### src/hw/rtl/overwriting_byte_ring_buffer_macros.svh
// Assertion macros shared by the ring buffer modules.
// Each macro expects a clock named clk and an active-low reset named rst_n in scope.
`ifndef OVERWRITING_BYTE_RING_BUFFER_MACROS_SVH
`define OVERWRITING_BYTE_RING_BUFFER_MACROS_SVH

// The consequent must hold in the same cycle as the antecedent.
`define OBRB_ASSERT_NOW(name, ante, cons) \
    name: assert property (@(posedge clk) disable iff (!rst_n) (ante) |-> (cons)) \
        else $error("obrb assertion failed");

// The consequent must hold in the cycle after the antecedent.
`define OBRB_ASSERT_NEXT(name, ante, cons) \
    name: assert property (@(posedge clk) disable iff (!rst_n) (ante) |=> (cons)) \
        else $error("obrb assertion failed");

`endif

### src/hw/rtl/obrb_pkg.sv
package obrb_pkg;

    localparam int CMD_W       = 3;
    localparam int BYTE_W      = 8;
    localparam int CNT_W       = 7;
    localparam int LVL_W       = 13;
    localparam int IN_TDATA_W  = 32;
    localparam int OUT_TDATA_W = 24;
    localparam int OUT_TUSER_W = 2;

    typedef enum logic [CMD_W-1:0] {
        CMD_PUSH  = 3'd0,
        CMD_POP   = 3'd1,
        CMD_PEEK  = 3'd2,
        CMD_FLUSH = 3'd3,
        CMD_CLEAR = 3'd4
    } cmd_t;

    // Commands from the controller to the datapath.
    typedef struct packed {
        logic accept;
        logic start_burst;
        logic rd_issue;
        logic out_load_ack;
        logic out_load_data;
        logic out_last;
    } ctrl_cmd_t;

    // Status from the datapath to the controller.
    typedef struct packed {
        logic [CNT_W-1:0] burst_len;
        logic             out_valid;
    } dp_status_t;

endpackage

### src/hw/rtl/obrb_ctrl.sv
`include "overwriting_byte_ring_buffer_macros.svh"

module obrb_ctrl (
    input  logic                          clk,
    input  logic                          rst_n,
    input  logic                          s_tvalid,
    output logic                          s_tready,
    input  obrb_pkg::cmd_t                cmd,
    input  logic                          end_of_chunk,
    input  logic                          m_tready,
    input  obrb_pkg::dp_status_t          status,
    output obrb_pkg::ctrl_cmd_t           ctl
);

    typedef enum logic {
        ST_IDLE,
        ST_BURST
    } state_t;

    state_t                     state_reg;
    logic [obrb_pkg::CNT_W-1:0] iss_cnt_reg;
    logic [obrb_pkg::CNT_W-1:0] emit_cnt_reg;
    logic                       rd_pend_reg;

    logic out_free;
    logic is_rd;
    logic load;
    logic issue;

    always_comb
    begin
        out_free = !status.out_valid || m_tready;
        is_rd    = cmd inside {obrb_pkg::CMD_POP, obrb_pkg::CMD_PEEK};
        s_tready = (state_reg == ST_IDLE) && out_free;
        load     = (state_reg == ST_BURST) && rd_pend_reg && out_free;
        issue    = (state_reg == ST_BURST) && (iss_cnt_reg != '0) && (!rd_pend_reg || load);

        ctl.accept        = s_tvalid && s_tready;
        ctl.start_burst   = ctl.accept && is_rd && (status.burst_len != '0);
        ctl.out_load_ack  = ctl.accept && (((cmd == obrb_pkg::CMD_PUSH) && end_of_chunk) ||
                                           (is_rd && (status.burst_len == '0)));
        ctl.rd_issue      = issue;
        ctl.out_load_data = load;
        ctl.out_last      = (emit_cnt_reg == obrb_pkg::CNT_W'(1));
    end

    always_ff @(posedge clk or negedge rst_n)
    begin
        if (!rst_n)
        begin
            state_reg    <= ST_IDLE;
            iss_cnt_reg  <= '0;
            emit_cnt_reg <= '0;
            rd_pend_reg  <= 1'b0;
        end
        else
        begin
            case (state_reg)
                ST_IDLE:
                begin
                    if (ctl.start_burst)
                    begin
                        state_reg    <= ST_BURST;
                        iss_cnt_reg  <= status.burst_len;
                        emit_cnt_reg <= status.burst_len;
                        rd_pend_reg  <= 1'b0;
                    end
                end
                ST_BURST:
                begin
                    if (issue)
                    begin
                        iss_cnt_reg <= iss_cnt_reg - obrb_pkg::CNT_W'(1);
                    end
                    rd_pend_reg <= issue || (rd_pend_reg && !load);
                    if (load)
                    begin
                        emit_cnt_reg <= emit_cnt_reg - obrb_pkg::CNT_W'(1);
                        if (emit_cnt_reg == obrb_pkg::CNT_W'(1))
                        begin
                            state_reg <= ST_IDLE;
                        end
                    end
                end
                default:
                begin
                    state_reg <= ST_IDLE;
                end
            endcase
        end
    end

    `OBRB_ASSERT_NOW(a_no_read_when_idle, state_reg == ST_IDLE, !ctl.rd_issue && !rd_pend_reg)
    `OBRB_ASSERT_NOW(a_issue_within_emit, state_reg == ST_BURST, iss_cnt_reg <= emit_cnt_reg)
    `OBRB_ASSERT_NOW(a_pend_means_unissued, rd_pend_reg, emit_cnt_reg > iss_cnt_reg)
    `OBRB_ASSERT_NEXT(a_last_returns_idle, ctl.out_load_data && ctl.out_last,
                      state_reg == ST_IDLE)

endmodule

### config.mk
export PLATFORM = sky130hd
export DESIGN_NAME = obrb_ctrl
export DESIGN_NICKNAME = d
export VERILOG_FILES = /design/src/hw/rtl/obrb_pkg.sv /design/src/hw/rtl/obrb_ctrl.sv
export VERILOG_INCLUDE_DIRS = /design/src /design/src/hw/rtl
export SDC_FILE = /design/constraint.sdc
export NUM_CORES = 1
export LEC_CHECK = 0
export BUFFER_PORTS_ARGS = -buffer_cell sky130_fd_sc_hd__buf_2
export CAP_MARGIN = 10
export CORE_MARGIN = 8
export CORE_UTILIZATION = 55
export DETAILED_ROUTE_END_ITERATION = 16
export PLACE_DENSITY = 0.83
export SLEW_MARGIN = 20
export SYNTH_ARGS = -nofsm -noshare
export SYNTH_HDL_FRONTEND = slang
export SYNTH_SLANG_ARGS = --single-unit
export TNS_END_PERCENT = 1
### constraint.sdc
create_clock -name clk -period 5.3 [get_ports clk]
set_clock_uncertainty 0.1 [all_clocks]
set_input_delay 1.59 -clock clk [delete_from_list [all_inputs] [get_ports clk]]
set_output_delay 1.59 -clock clk [all_outputs]
set_load 0.02 [all_outputs]
==> key figures, run 1 <==
Run status
  • Outcome: finished clean

Setup path
  • Delay contributed by the slowest stage of the critical path: 0.43 ns
  • Number of cells on the critical path: 7
  • Standard cell with the maximum stage delay on the critical path: sky130_fd_sc_hd__nor4b_1
  • Endpoint class of the critical path: output port
  • Source of the worst register-to-register timing path: state_reg
  • Worst R2R End: emit_cnt_reg[4]
  • Startpoint type of the worst setup path: input pin
  • R2R Setup Slk: 2.97 ns
  • Length in cells of the worst reg-to-reg path: 6
  • Crit path buf inv count: 4
  • Kind of critical path: in -> out
  • Launching instance or port of the critical path: m_tready
  • Data required, critical path: about 3.6 ns
  • Ordered cell list for the critical path: buf_2 -> and2b_2 -> nor4b_1 -> nand3_1 -> buf_4 -> inv_1 -> buf_2
  • CP delay by family, top: simple AND/OR/NAND/NOR gates
  • Destination of the critical timing path: ctl[4]
  • CP Data Arrival Time: between 2 and 3 ns
  • Most common cell type on the critical path: sky130_fd_sc_hd__buf_2
  • Crit path max fanout: 11

Synth
  • Synth Area per Inst: 8.262 um2
  • Share of Yosys cell area claimed by the top area cell type: 0.3563
  • Simple-Gate Fraction of Synth Area: 0.2561
  • Number of enable-type register cells in the synthesized netlist: 0
  • Fraction of the mapped netlist area in compound gates: 0.2428
  • Ranking of synthesized cells by instance count: 16 x sky130_fd_sc_hd__a21oi_1, 16 x sky130_fd_sc_hd__dfrtp_1, 12 x sky130_fd_sc_hd__o21ai_0
  • Number of nets in the synthesized netlist: 155
  • Adder-cell share of the synthesized area: 0.03341
  • Ys Warns: 0
  • #FFs+latches synth: 16
  • Leading post-synthesis cells by cell area: sky130_fd_sc_hd__dfrtp_1 36%, sky130_fd_sc_hd__a21oi_1 7.1%, sky130_fd_sc_hd__o21ai_0 5.3%, sky130_fd_sc_hd__o221a_2 4.0%, sky130_fd_sc_hd__nor2_1 3.7%
  • Share of the synthesized netlist area taken by xor and xnor gates: 0.007795
  • Post-Synthesis Cell Area: 1124 um2
  • Largest family of logic cells by synthesized area: simple AND/OR/NAND/NOR gates
  • Sequential cell area fraction in the yosys report: 0.3563
  • Count of cell types in the netlist: 36
  • Instance count of the mapped netlist: 136
  • Library cell occupying the most area in the post-synthesis netlist: sky130_fd_sc_hd__dfrtp_1
  • Share of flip-flops with an asynchronous set or reset: 1.000
  • Most common flop cell mapped by yosys: sky130_fd_sc_hd__dfrtp_1
  • Mux contribution to synthesized area: 0.02673

CTS
  • Root buffer selected by CTS: sky130_fd_sc_hd__clkbuf_4
  • Number of H-tree levels: 1
  • Clock buffers created by TritonCTS: 3
  • Clock insertion delay at the later pin of the skew report: 0.29 ns
  • TritonCTS clock tree: built
  • Total number of clock tree sinks: 16
  • Maximum clock insertion buffer count: 2
  • Hold-fix buffers at CTS: 0
  • Clock slew seen by the registers of the worst setup and hold paths: 0.09 ns
  • Number of setup buffers added after CTS: 0
  • Post-cts sizing count: 0

Global routing
  • Global-route wire length before repair: 4643 um
  • Initial antenna violation count: 0
  • GR Overflow Total: 0
  • Maximum number of pins on one net before global-route repair: 26
  • Global routing usage summed across all routing layers: 0.1645
  • Via count of the first global-routing pass: between 1000 and 1500

Routing
  • Via count: around 1100
  • Average routed wire per standard cell: roughly 16 um
  • Number of iterations in the first detailed-routing pass: 4
  • Vias per inst: 5.945
  • Iteration-0 DRC count of the detailed router: 38
  • Number of routed nets with antenna violations: 0
  • DRC violations left: 0
  • Final WL: 2857 um

Final layout
  • Net total in the final layout: 176
  • Layout cells sized above 1: 0.2258
  • Final standard cell utilization of the core: 0.6430
  • N_diodes: 0
  • Final instance count without filler cells: 182
  • Area growth from synthesis to layout: 11.14%

STA
  • Final number of hold-violating endpoints: 0
  • Max frequency: 213.6 MHz
  • Fin crit share: 0.8832
  • Worst max-slew margin expressed relative to the limit: 0.5020
  • Final setup violating endpoints: 0
  • Pin slew with the least headroom to its limit: ~0.75 ns
  • RSZ-0062 raised after global routing: no
  • Max Transition Viols Final: 0
  • Final worst path period need: between 4 and 5 ns
  • Sum Neg Setup Slack: 0 ns

Place
  • Number of cells after detailed placement: around 180
  • HPWL after detailed placement: about 2200 um
  • Last weighted congestion value of the routability-driven placer: ~0.84
  • Input/output buffers: 22

Power and ir drop
  • Sw Pwr: 348.0 uW
  • Fraction of power consumed by the clock network: 0.088
  • Power per unit of standard cell area: approximately 600 nW/um2
  • Switching portion of total power: 0.4751
  • Total Power Consumption: approximately 730 uW
  • Internal cell power: 384.4 uW
  • Peak supply drop: between 300 and 400 uV
  • Register share of total power: 0.363
  • Share of total power in combinational logic: 0.550
  • Reported leakage power: 0.0005925 uW

Worst hold path
  • Number of stages on the worst hold path: 3
  • Class of the worst hold path: reg -> reg

Die
  • Die width: between 60 and 70 um
  • IO Count: 23
  • Total die area: 3745 um2
  • Vertical die dimension: 61.20 um
  • Core Box Area: 1942 um2
  • Initial standard-cell utilization of the core: 0.5786
  • Rows: 16

Run
  • Max-cap check violation count: 0
worst min-delay path, stage by stage, from the launching register on:
cell                      delay (ns)
sky130_fd_sc_hd__dfrtp_1        0.39
sky130_fd_sc_hd__nor2_1         0.06
sky130_fd_sc_hd__nand2_1        0.07
sky130_fd_sc_hd__o21ai_2        0.05
metrics by stage:
stage / area, um2 / hold WS, ns / worst slack [ns]
after floorplan: 1124 / 0.4268 / 1.073
after global placement: 1226 / 0.4562 / 0.6895
after detailed placement: 1226 / 0.4766 / 0.6255
after CTS: 1249 / 0.4894 / 0.6210
after global routing: 1249 / 0.5247 / 0.4827
final: 1249 / 0.4951 / 0.6190
layout make-up:
class                           instances  area (um2)
Inverter                               10       37.54
Timing Repair Buffer                   23       117.6
Tap cell                               27       33.78
Fill cell                             171       693.2
Clock buffer                            3       22.52
Multi-Input combinational cell        103       636.9
Sequential cell                        16       400.4
cells by family (layout without fill, tap and decap cells):
family | after synthesis | in the layout
buffers and inverters | 17 | 36
adders and majority gates | 3 | 3
muxes | 3 | 3
and+or+nand+nor | 54 | 54
xor gates and xnor gates | 1 | 1
DFF | 16 | 16
AOI/OAI and AO/OA | 42 | 42
power groups by stage:
stage | Sequential, uW | Combinational (uW) | Clock (uW)
floorplan | 227 | 362 | 0
global placement | 263 | 380 | 0
detailed placement | 266 | 398 | 0
CTS | 263 | 400 | 67.6
global route | 276 | 442 | 70.6
finish | 266 | 402 | 64.3
worst min path at each step:
stage	from	endpoint	slack, ns
after floorplan	iss_cnt_reg[5]	iss_cnt_reg[5]	0.43
after global placement	iss_cnt_reg[1]	iss_cnt_reg[1]	0.46
after detailed placement	emit_cnt_reg[6]	emit_cnt_reg[6]	0.48
after CTS	iss_cnt_reg[0]	iss_cnt_reg[0]	0.49
after global routing	iss_cnt_reg[0]	iss_cnt_reg[0]	0.52
final	iss_cnt_reg[0]	iss_cnt_reg[0]	0.50
placed cells by master, fill, tap and decap left out, types with 2 or more instances in the layout:
cell type and n:
sky130_fd_sc_hd__ha_1 3, sky130_fd_sc_hd__nor4_1 2, sky130_fd_sc_hd__a22oi_1 2, sky130_fd_sc_hd__o221a_2 4, sky130_fd_sc_hd__nor2b_1 2, sky130_fd_sc_hd__mux2i_1 3, sky130_fd_sc_hd__nand2b_1 5, sky130_fd_sc_hd__o21ai_0 12
sky130_fd_sc_hd__nand2_1 10, sky130_fd_sc_hd__buf_2 22, sky130_fd_sc_hd__inv_1 10, sky130_fd_sc_hd__nor2_1 11, sky130_fd_sc_hd__nand3_1 8, sky130_fd_sc_hd__nor3_1 6, sky130_fd_sc_hd__a21oi_1 16, sky130_fd_sc_hd__clkbuf_4 3
sky130_fd_sc_hd__dfrtp_1 16, sky130_fd_sc_hd__and3_1 2
layer usage:
layer,share of wire,track usage,vias to the layer above
met1,0.45,0.2064,505
met3,0.077,0.02923,4
met2,0.46,0.2701,45
li1,-,-,528
met4,0.012,0.06645,0
met5,0,0,-
Power figures use the tool's default switching activity.
==> run 2, diff against run 1 <==
- PLACE_DENSITY: 0.83 -> unset
- PLACE_DENSITY_LB_ADDON: unset -> 0.05
- clock period: 5.3 -> 6.03 ns (I/O delays scaled with it)
==> run 2 against run 1 <==
Routed wire length grew 1.6%. Hold slack lost 0.012 ns. Register-to-register slack gained 0.43 ns. Global-route usage grew 0.59 points. Flip-flop and latch count is the same. Clock power grew 15%. Critical endpoint unchanged. Sequential share of layout area shrank 0.16 points. Clock-buffer cell count grew 1.
==> key figures, run 2 (synthesized netlist as in run 1, its figures left out) <==
Place
  • HPWL after detailed placement: 2160 um
  • Last weighted congestion value of the routability-driven placer: 0.8395
  • Worst Setup Slack post-DPL: 0.5682 ns
  • Input/output buffers: 22
  • Area after detailed placement: 1219 um2

STA
  • Worst max-slew margin expressed relative to the limit: 0.4868
  • Max Transition Viols Final: 0
  • Post-layout worst setup margin: about 0.56 ns
  • Final worst path period need: 5.466 ns
  • Fin crit share: 0.9064
  • RSZ-0062 raised after global routing: no
  • Sum Neg Setup Slack: 0 ns
  • Pin slew with the least headroom to its limit: 0.7697 ns
  • Max frequency: 183.0 MHz
  • Final setup violating endpoints: 0
  • Final number of hold-violating endpoints: 0
  • Fin Hold WS: approximately 0.48 ns

Global routing
  • Global routing usage summed across all routing layers: 0.1704
  • Via count of the first global-routing pass: 1067
  • Maximum number of pins on one net before global-route repair: 26
  • Initial antenna violation count: 0
  • GR Overflow Total: 0
  • Global-route wire length before repair: 4843 um

Die
  • Core Box Area: 1942 um2
  • Vertical die dimension: 61.20 um
  • IO Count: 23
  • Die width: 61.20 um
  • Total die area: 3745 um2
  • Initial standard-cell utilization of the core: 0.5786
  • Rows: 16

CTS
  • Clock buffers created by TritonCTS: 3
  • Clock insertion delay at the later pin of the skew report: 0.30 ns
  • Maximum clock insertion buffer count: 2
  • Root buffer selected by CTS: sky130_fd_sc_hd__clkbuf_4
  • Number of setup buffers added after CTS: 0
  • Post-cts sizing count: 0
  • Hold-fix buffers at CTS: 0
  • Total number of clock tree sinks: 16
  • Clock slew seen by the registers of the worst setup and hold paths: 0.09 ns
  • TritonCTS clock tree: built
  • Number of H-tree levels: 1

Setup path
  • Length in cells of the worst reg-to-reg path: 5
  • Startpoint type of the worst setup path: input pin
  • Crit path max fanout: 11
  • Endpoint class of the critical path: output port
  • Launching instance or port of the critical path: m_tready
  • Destination of the critical timing path: ctl[4]
  • CP Data Arrival Time: 3.56 ns
  • Source of the worst register-to-register timing path: state_reg
  • Kind of critical path: in -> out
  • R2R Setup Slk: 3.40 ns
  • Worst R2R End: emit_cnt_reg[4]
  • Data required, critical path: 4.12 ns

Worst hold path
  • Number of stages on the worst hold path: 3
  • Class of the worst hold path: reg -> reg

Routing
  • Number of routed nets with antenna violations: 0
  • Number of iterations in the first detailed-routing pass: 4
  • DRC violations left: 0
  • Final WL: 2902 um
  • Via count: about 1100
  • Average routed wire per standard cell: 15.95 um
  • Iteration-0 DRC count of the detailed router: 28
  • Vias per inst: 6.159

Final layout
  • Final Instance Area: 1255 um2
  • Layout cells sized above 1: 0.2258
  • Net total in the final layout: between 150 and 200
  • Most frequent standard cell in the layout excluding fill and tap cells: sky130_fd_sc_hd__buf_2
  • Fillers: between 150 and 200
  • N_diodes: 0
  • Leading cell types in the layout, fill and taps excluded: 22 x sky130_fd_sc_hd__buf_2, 16 x sky130_fd_sc_hd__a21oi_1, 16 x sky130_fd_sc_hd__dfrtp_1, 12 x sky130_fd_sc_hd__o21ai_0, 11 x sky130_fd_sc_hd__nor2_1
  • Area growth from synthesis to layout: 11.69%

Run
  • Max-cap check violation count: 0

Power and ir drop
  • Power per unit of standard cell area: about 530 nW/um2
  • Peak supply drop: 279.2 uV
  • Reported leakage power: 0.0005956 uW
  • Total Power Consumption: 663.0 uW

Run status
  • Outcome: finished clean
-- run 2: cell count changes in the layout (fill, tap and decap cells not counted), sizes merged --
cell    previous run  this run
buf               23        22
clkbuf             3         4
-- run 2: routing by layer --
metal / GRT usage / part of all wire / vias to the layer above
met3: 0.02505 / 0.078 / 7
met5: 0 / 0 / -
met1: 0.2351 / 0.46 / 528
met2: 0.2582 / 0.44 / 57
li1: - / - / 529
met4: 0.06645 / 0.020 / 0
-- run 2: critical path, stage by stage --
cell and delay (ns):
sky130_fd_sc_hd__buf_2 0.10, sky130_fd_sc_hd__and2b_2 0.22, sky130_fd_sc_hd__nor4b_1 0.52, sky130_fd_sc_hd__nand3_1 0.44, sky130_fd_sc_hd__inv_1 0.27, sky130_fd_sc_hd__buf_2 0.20
-- run 2: worst min-delay path by stage --
stage | start | to | slack, ns
6_report | iss_cnt_reg[0] | iss_cnt_reg[0] | 0.48
2_1_floorplan | iss_cnt_reg[5] | iss_cnt_reg[5] | 0.43
4_1_cts | iss_cnt_reg[0] | iss_cnt_reg[0] | 0.49
3_5_place_dp | iss_cnt_reg[5] | iss_cnt_reg[5] | 0.47
5_1_grt | rd_pend_reg | rd_pend_reg | 0.52
3_3_place_gp | iss_cnt_reg[5] | iss_cnt_reg[5] | 0.46
-- run 2: per-stage QoR --
step | std cells | utilization
2_1_floorplan | 136 | -
3_3_place_gp | 178 | 0.6276
3_5_place_dp | 178 | 0.6276
4_1_cts | 182 | 0.6463
5_1_grt | 182 | 0.6463
6_report | 182 | 0.6463
-- run 2: layout make-up --
class                      instances  area, um2  area share
clock buffer                       4      36.28     0.02891
inverter                          10      37.54     0.02991
multi-input combinational        103      636.9      0.5075
sequential                        16      400.4      0.3190
tap                               27      33.78     0.02692
timing repair buffer              22      110.1     0.08774
-- run 2: report_power, final --
group / internal, uW / leakage, uW / total (uW) / switching, uW
Clock: 36.8 / 0.0000210 / 74.1 / 37.3
Sequential: 160 / 0.000187 / 234 / 74.8
Combinational: 155 / 0.000387 / 355 / 200
Total: 351 / 0.000596 / 663 / 312
